**src/sv/sha1_sha256_hash_engine_defines.svh**
```systemverilog
// Assertion helpers used by the hash engine RTL
`ifndef SHA1_SHA256_HASH_ENGINE_DEFINES_SVH
`define SHA1_SHA256_HASH_ENGINE_DEFINES_SVH

// Same-cycle implication, ignored during reset
`define SHA_ASSERT_NOW(lbl, ante, cons) \
   lbl: assert property (@(posedge clock) disable iff (reset) (ante) |-> (cons)) \
      else $error("hash engine assertion failed");

// Next-cycle implication, ignored during reset
`define SHA_ASSERT_NEXT(lbl, ante, cons) \
   lbl: assert property (@(posedge clock) disable iff (reset) (ante) |=> (cons)) \
      else $error("hash engine assertion failed");

`endif

```
**src/sv/sha_pkg.sv**
```systemverilog
`timescale 1ns / 1ps
package sha_pkg;
   typedef logic [7:0][31:0]  hash_state_type;
   typedef logic [15:0][31:0] sched_window_type;

   localparam logic [1:0] OP_RESTART = 2'd0;
   localparam logic [1:0] OP_PUSH    = 2'd1;
   localparam logic [1:0] OP_FINISH  = 2'd2;

   localparam logic [6:0] ROUNDS_SHA256 = 7'd64;
   localparam logic [6:0] ROUNDS_SHA1   = 7'd80;

   localparam logic [31:0] PAD_MARKER = 32'h8000_0000;

   localparam logic [31:0] K1 [4] = '{32'h5A827999, 32'h6ED9EBA1, 32'h8F1BBCDC, 32'hCA62C1D6};

   localparam logic [31:0] K256 [64] = '{
      32'h428a2f98, 32'h71374491, 32'hb5c0fbcf, 32'he9b5dba5,
      32'h3956c25b, 32'h59f111f1, 32'h923f82a4, 32'hab1c5ed5,
      32'hd807aa98, 32'h12835b01, 32'h243185be, 32'h550c7dc3,
      32'h72be5d74, 32'h80deb1fe, 32'h9bdc06a7, 32'hc19bf174,
      32'he49b69c1, 32'hefbe4786, 32'h0fc19dc6, 32'h240ca1cc,
      32'h2de92c6f, 32'h4a7484aa, 32'h5cb0a9dc, 32'h76f988da,
      32'h983e5152, 32'ha831c66d, 32'hb00327c8, 32'hbf597fc7,
      32'hc6e00bf3, 32'hd5a79147, 32'h06ca6351, 32'h14292967,
      32'h27b70a85, 32'h2e1b2138, 32'h4d2c6dfc, 32'h53380d13,
      32'h650a7354, 32'h766a0abb, 32'h81c2c92e, 32'h92722c85,
      32'ha2bfe8a1, 32'ha81a664b, 32'hc24b8b70, 32'hc76c51a3,
      32'hd192e819, 32'hd6990624, 32'hf40e3585, 32'h106aa070,
      32'h19a4c116, 32'h1e376c08, 32'h2748774c, 32'h34b0bcb5,
      32'h391c0cb3, 32'h4ed8aa4a, 32'h5b9cca4f, 32'h682e6ff3,
      32'h748f82ee, 32'h78a5636f, 32'h84c87814, 32'h8cc70208,
      32'h90befffa, 32'ha4506ceb, 32'hbef9a3f7, 32'hc67178f2};

   localparam hash_state_type IV256 = {
      32'h5be0cd19, 32'h1f83d9ab, 32'h9b05688c, 32'h510e527f,
      32'ha54ff53a, 32'h3c6ef372, 32'hbb67ae85, 32'h6a09e667};

   localparam hash_state_type IV1 = {
      32'h0, 32'h0, 32'h0, 32'hC3D2E1F0,
      32'h10325476, 32'h98BADCFE, 32'hEFCDAB89, 32'h67452301};

   function automatic logic [31:0] rotr(input logic [31:0] x, input int n);
      rotr = (x >> n) | (x << (32 - n));
   endfunction
endpackage

```
**src/sv/sha_round.sv**
```systemverilog
`timescale 1ns / 1ps
module sha_round (
   input  logic                      sha1,
   input  logic [6:0]                round,
   input  sha_pkg::hash_state_type   v,
   input  sha_pkg::sched_window_type window,
   output sha_pkg::hash_state_type   v_next,
   output logic [31:0]               w
);
   import sha_pkg::*;

   logic [31:0] m0, m1, s0w, s1w, x1, a, e;
   logic [31:0] s1, ch, t1, s0, mj, f, t, k1;

   // from round 16 on, window[0] is W[r-16] and window[15] is W[r-1]
   always_comb begin
      m0  = window[1];
      m1  = window[14];
      s0w = rotr(m0, 7) ^ rotr(m0, 18) ^ (m0 >> 3);
      s1w = rotr(m1, 17) ^ rotr(m1, 19) ^ (m1 >> 10);
      x1  = window[13] ^ window[8] ^ window[2] ^ window[0];
      if (round < 7'd16) begin
         w = window[0];
      end else if (sha1) begin
         w = rotr(x1, 31);
      end else begin
         w = window[0] + window[9] + s0w + s1w;
      end

      a  = v[0];
      e  = v[4];
      s1 = rotr(e, 6) ^ rotr(e, 11) ^ rotr(e, 25);
      ch = (e & v[5]) ^ (~e & v[6]);
      t1 = v[7] + s1 + ch + K256[round[5:0]] + w;
      s0 = rotr(a, 2) ^ rotr(a, 13) ^ rotr(a, 22);
      mj = (a & v[1]) ^ (a & v[2]) ^ (v[1] & v[2]);

      if (round < 7'd20) begin
         f  = (v[1] & v[2]) | (~v[1] & v[3]);
         k1 = K1[0];
      end else if (round < 7'd40) begin
         f  = v[1] ^ v[2] ^ v[3];
         k1 = K1[1];
      end else if (round < 7'd60) begin
         f  = (v[1] & v[2]) | (v[1] & v[3]) | (v[2] & v[3]);
         k1 = K1[2];
      end else begin
         f  = v[1] ^ v[2] ^ v[3];
         k1 = K1[3];
      end
      t = rotr(a, 27) + f + v[4] + k1 + w;

      v_next = v;
      if (sha1) begin
         v_next[4] = v[3];
         v_next[3] = v[2];
         v_next[2] = rotr(v[1], 2);
         v_next[1] = a;
         v_next[0] = t;
      end else begin
         v_next[7] = v[6];
         v_next[6] = v[5];
         v_next[5] = e;
         v_next[4] = v[3] + t1;
         v_next[3] = v[2];
         v_next[2] = v[1];
         v_next[1] = a;
         v_next[0] = t1 + s0 + mj;
      end
   end
endmodule
```
**config.mk**
```make
export PLATFORM = sky130hd
export DESIGN_NAME = sha_round
export DESIGN_NICKNAME = d
export VERILOG_FILES = /design/src/sv/sha1_sha256_hash_engine_defines.svh /design/src/sv/sha_pkg.sv /design/src/sv/sha_round.sv
export SDC_FILE = /design/constraint.sdc
export NUM_CORES = 2
export LEC_CHECK = 0
export BUFFER_PORTS_ARGS = -buffer_cell sky130_fd_sc_hd__buf_2
export CAP_MARGIN = 30
export CORE_AREA = 2 2 419 421
export DETAILED_ROUTE_END_ITERATION = 8
export DIE_AREA = 0 0 421 423
export PLACE_DENSITY = 0.38
export SLEW_MARGIN = 20
export SYNTH_ARGS = -nofsm -noshare
export SYNTH_HDL_FRONTEND = slang
export SYNTH_SLANG_ARGS = --single-unit
```
**constraint.sdc**
```tcl
create_clock -name vclk -period 39.6
set_clock_uncertainty 0.2 [all_clocks]
set_input_delay 11.88 -clock vclk [all_inputs]
set_output_delay 11.88 -clock vclk [all_outputs]
set_load 0.01 [all_outputs]
```
Word-level counts from Yosys, hierarchy flattened
Memories as Yosys holds them, arrays and structs flattened. Cells that the tools add are included.

Add/sub/neg operators: 14. Magnitude comparators: 5. Muxes and demuxes: 12. Bitwise gates (word level): 43.

Operators with widths (number): $add 32x32->32 (14); $xor 32x32->32 (14); $mux 32 (9); $and 32x32->32 (8); $mux 160 (1); $mux 96 (1); $or 32x32->32 (3); $not 32->32 (2); $or 30x32->32 (2); $or 1x32->32 (1); $or 10x32->32 (1); $or 13x32->32 (1); $or 14x32->32 (1); $or 15x32->32 (1); $or 19x32->32 (1); $or 21x32->32 (1); $or 25x32->32 (1); $or 26x32->32 (1); $or 5x32->32 (1); $or 7x32->32 (1); $xor 32x22->32 (1); $xor 32x29->32 (1); $mux 31 (1); $lt 7x5->1 const B (2); 3 further kinds (4).

Bits in registers: 0. ROM bits: 2048. Input bits: 776. Output and inout port bits: 288. Word-level logic and storage cells: 75. Memories kept: 1.

Memory list: (name not given) (depth 64, bits a word 32, rd ports 1, clocked after Yosys merged registers in 0, write ports 0, RTL line sha_round.sv:34) `t1 = v[7] + s1 + ch + K256[round[5:0]] + w;`.

Longest topological paths before layout
Depth in word-level cells: 11. Mapped depth: 51. Gate-level depth less buffers: 51.

Worst setup path after synthesis
No wires, ideal clock.

Path type: input port to output port. Start point: input port window[40] (netlist bit). End point: output port v_next[31] (netlist bit). Arrival time: 21.830 ns. Required time: 27.520 ns. Path slack: 5.690 ns. Stages: 47. Path buffers: 0. Path through: xor2_1 > xnor2_1 > fa_1 > fa_1 > inv_1 > ha_1 > inv_1 > fa_1 > nor2b_1 > o31a_1 > o22ai_4 > o22ai_2 > a31oi_1 > o21bai_1 > xnor2_1 > o211ai_1 > a21boi_0 > inv_1 > [... 11 more ...] > a221oi_1 > o21ai_1 > a21oi_1 > nor2b_1 > nor2_1 > o21ai_0 > xnor2_1 > fa_1 > inv_1 > ha_1 > and3_1 > a211o_1 > a31oi_1 > o21ai_0 > a21oi_1 > nand2b_1 > mux2i_1 > a2111oi_0.

RTL lines: start: declaration (RTL line sha_round.sv:6) `input sha_pkg::sched_window_type window,`; end: declaration (RTL line sha_round.sv:7) `output sha_pkg::hash_state_type v_next,`.

==> results.py <==
metrics = {
    "status": {
        "status": "complete, no violations",
    },
    "sta": {
        "rsz0062_at_grt": "false",
        "slew-limit-headroom": 0.244,
        "timing_worst_slew_pin_value_ns": 1.13,
        "timing_hold_violations_final": 0,
        "max_clock_freq_mhz": 27.4,
        "setup-violations-final": 0,
        "period_minus_slack_ns": 36.50,
        "min_period_over_period": 0.922,
        "fin_setup_tns_ns": 0,
        "report.final.slew_viol_count": 0,
    },
    "floorplanning": {
        "initial_utilization": 0.152,
        "core_mm2": 0.173,
        "io_pins": 1064,
        "std_cell_rows": 153,
        "fp.dieH_um": 423,
        "die_outline_area_mm2": 0.178,
        "die_w_um": 421,
    },
    "setup_path": {
        "cp-startpoint": "window[40]",
        "critical_path.max_stage_delay_ns": 0.93,
        "critical_path.startpoint_type": "input port",
        "cell_type_of_the_slowest_stage_on_the_worst_timing_path": "a221oi_1",
        "timing.critical_path.required_ns": 27.52,
        "criticalPathCategory": "in -> out",
        "timing.critical_path.arrival_ns": 24.42,
        "type_of_destination_of_the_critical_path": "output port",
        "crit_path_max_fanout": 5,
    },
    "layout": {
        "layout.clock_buffers": 0,
        "layout_cells_sized_above_1": 0.271,
        "nets": 5224,
        "fillerInstances": 19800,
        "ff_latch_area_um2": 0,
        "nFlopsAndLatches": 0,
        "syn_to_final_growth_pct": 23.9,
        "multi_input_gate_area_in_the_final_layout_mm2": 0.0235,
    },
    "min_path": {
        "holdCritStartpoint": "v[28]",
        "worst_hold_path_type": "in -> out",
        "hold_end": "v_next[60]",
        "min_delay_path_depth": 2,
    },
    "global_route": {
        "number_of_antenna_violations_at_the_first_check_in_global_routing": 40,
        "first_pass_grt_wire_length_um": 240000,
        "grt_start_max_net_pins": 85,
        "grt_pass1_vias": 26700,
        "track_usage": 0.197,
        "grt_overflow": 0,
    },
    "synth": {
        "yosys.area_share.simple": 0.102,
        "synth_common_cells": "inv_1, xnor2_1, fa_1",
        "synth.avg_cell_area_um2": 8.05,
        "yosysTopAreaCell": "fa_1",
        "synth.lib_cells_used.distinct": 79,
        "largest_cells_by_area_after_synthesis": "fa_1, ha_1, xnor2_1",
        "yosys.cell_count.top_type": "inv_1",
        "post_synth_instance_area_mm2": 0.0263,
        "post-synth-top-area-fraction": 0.235,
        "synth_fa_ha_area_frac": 0.341,
        "synth_seq_area_share": 0,
        "largest_family_of_logic_cells_by_synthesized_area": "adder cells",
        "yosys.area_share.xor_xnor": 0.181,
        "synth-warning-count": 0,
        "post_synth_inst_count": 3274,
        "synthMuxAreaShare": 0.0921,
        "synth.net_count": 4583,
        "synth-compound-area-share": 0.177,
    },
    "drt": {
        "avgRoutedWirePerCell_um": 29.5,
        "route.antenna.remaining_nets": 0,
        "dr.first_iter.drc_count": 1954,
        "postRouteWirelength_um": 184000,
        "number_of_iterations_in_the_first_detailed_routing_pass": 5,
        "vias": 26900,
        "post-route-drc-count": 0,
        "route.detailed.vias_per_inst": 4.30,
    },
    "placement": {
        "numPortBuffers": 776,
        "place_congestion": 1.00,
        "hpwlAfterDp_um": 163000,
    },
    "clock_tree": {
        "cts_repair_resize_count": 0,
        "holdBufCountCts": 0,
        "postCtsSetupBuffers": 0,
    },
    "job": {
        "cap_viol_max_count": 0,
    },
}
-- per-stage QoR --
step	util	hold slack (ns)	worst slack [ns]	cells	cell area (um2)
floorplan	-	23.65	5.69	3274	26300
global placement	0.188	23.85	2.91	6228	32600
detailed placement	0.188	23.85	2.97	6237	32600
CTS	0.188	23.85	2.91	6237	32600
global route	0.188	23.86	2.19	6239	32600
finish	0.188	23.84	3.10	6245	32600
-- worst max-delay path, delay by kind of cell --
family / cells / cell delay, ns
adder cells (fa/ha/maj): 10 / 4.04
multiplexers: 1 / 0.06
buffers and inverters: 9 / 0.92
XOR/XNOR: 4 / 0.95
AND/OR/NAND/NOR: 7 / 0.98
AO/OA/AOI/OAI: 18 / 5.54
-- cell families (layout without fill, tap and decap cells) --
logic type / count (synthesis) / in the layout
mux: 215 / 215
simple gates: 595 / 595
xor+xnor: 542 / 542
fa+ha+maj: 533 / 533
buf+inv: 685 / 1324
compound gates: 704 / 704
other cells: 0 / 7
-- cell type report --
class                           instances  area share
Antenna cell                            7    0.000537
Inverter                              488      0.0561
Multi-Input combinational cell       2589       0.721
Tap cell                             2325      0.0891
Timing Repair Buffer                  836       0.133
-- routing by layer --
metal	wire length, um	GRT usage	vias to the layer above
li1	-	-	12100
met1	75000	0.242	13600
met2	90300	0.345	881
met3	9110	0.0267	227
met4	9710	0.0813	30
met5	194	0	-
-- cell usage in the layout, fill, tap and decap left out, types with 15 or more instances in the layout --
cell      count
a211oi_1     34
a21o_1       57
a21oi_1     169
buf_2       775
buf_4        60
fa_1        309
ha_1        224
inv_1       485
mux2_2      160
mux2i_1      49
nand2_1     233
nand2b_1     34
nand3_1      33
nor2_1      154
nor2b_1      28
nor3_1       42
o211ai_1     30
o21a_1       25
o21ai_0     170
o21bai_1     19
o221a_2      29
o221ai_1     15
o31ai_1      25
xnor2_1     312
xor2_1      228
-- worst max-delay path by stage --
stage                 end  depth (start not counted)
6_report       v_next[31]                         49
5_1_grt        v_next[31]                         52
4_1_cts        v_next[31]                         49
3_5_place_dp   v_next[31]                         49
3_3_place_gp   v_next[31]                         44
2_1_floorplan  v_next[31]                         47
Power is left out: the tool's default activity adds up to more than one toggle a clock period on the data nets, which glitch-free logic cannot reach.
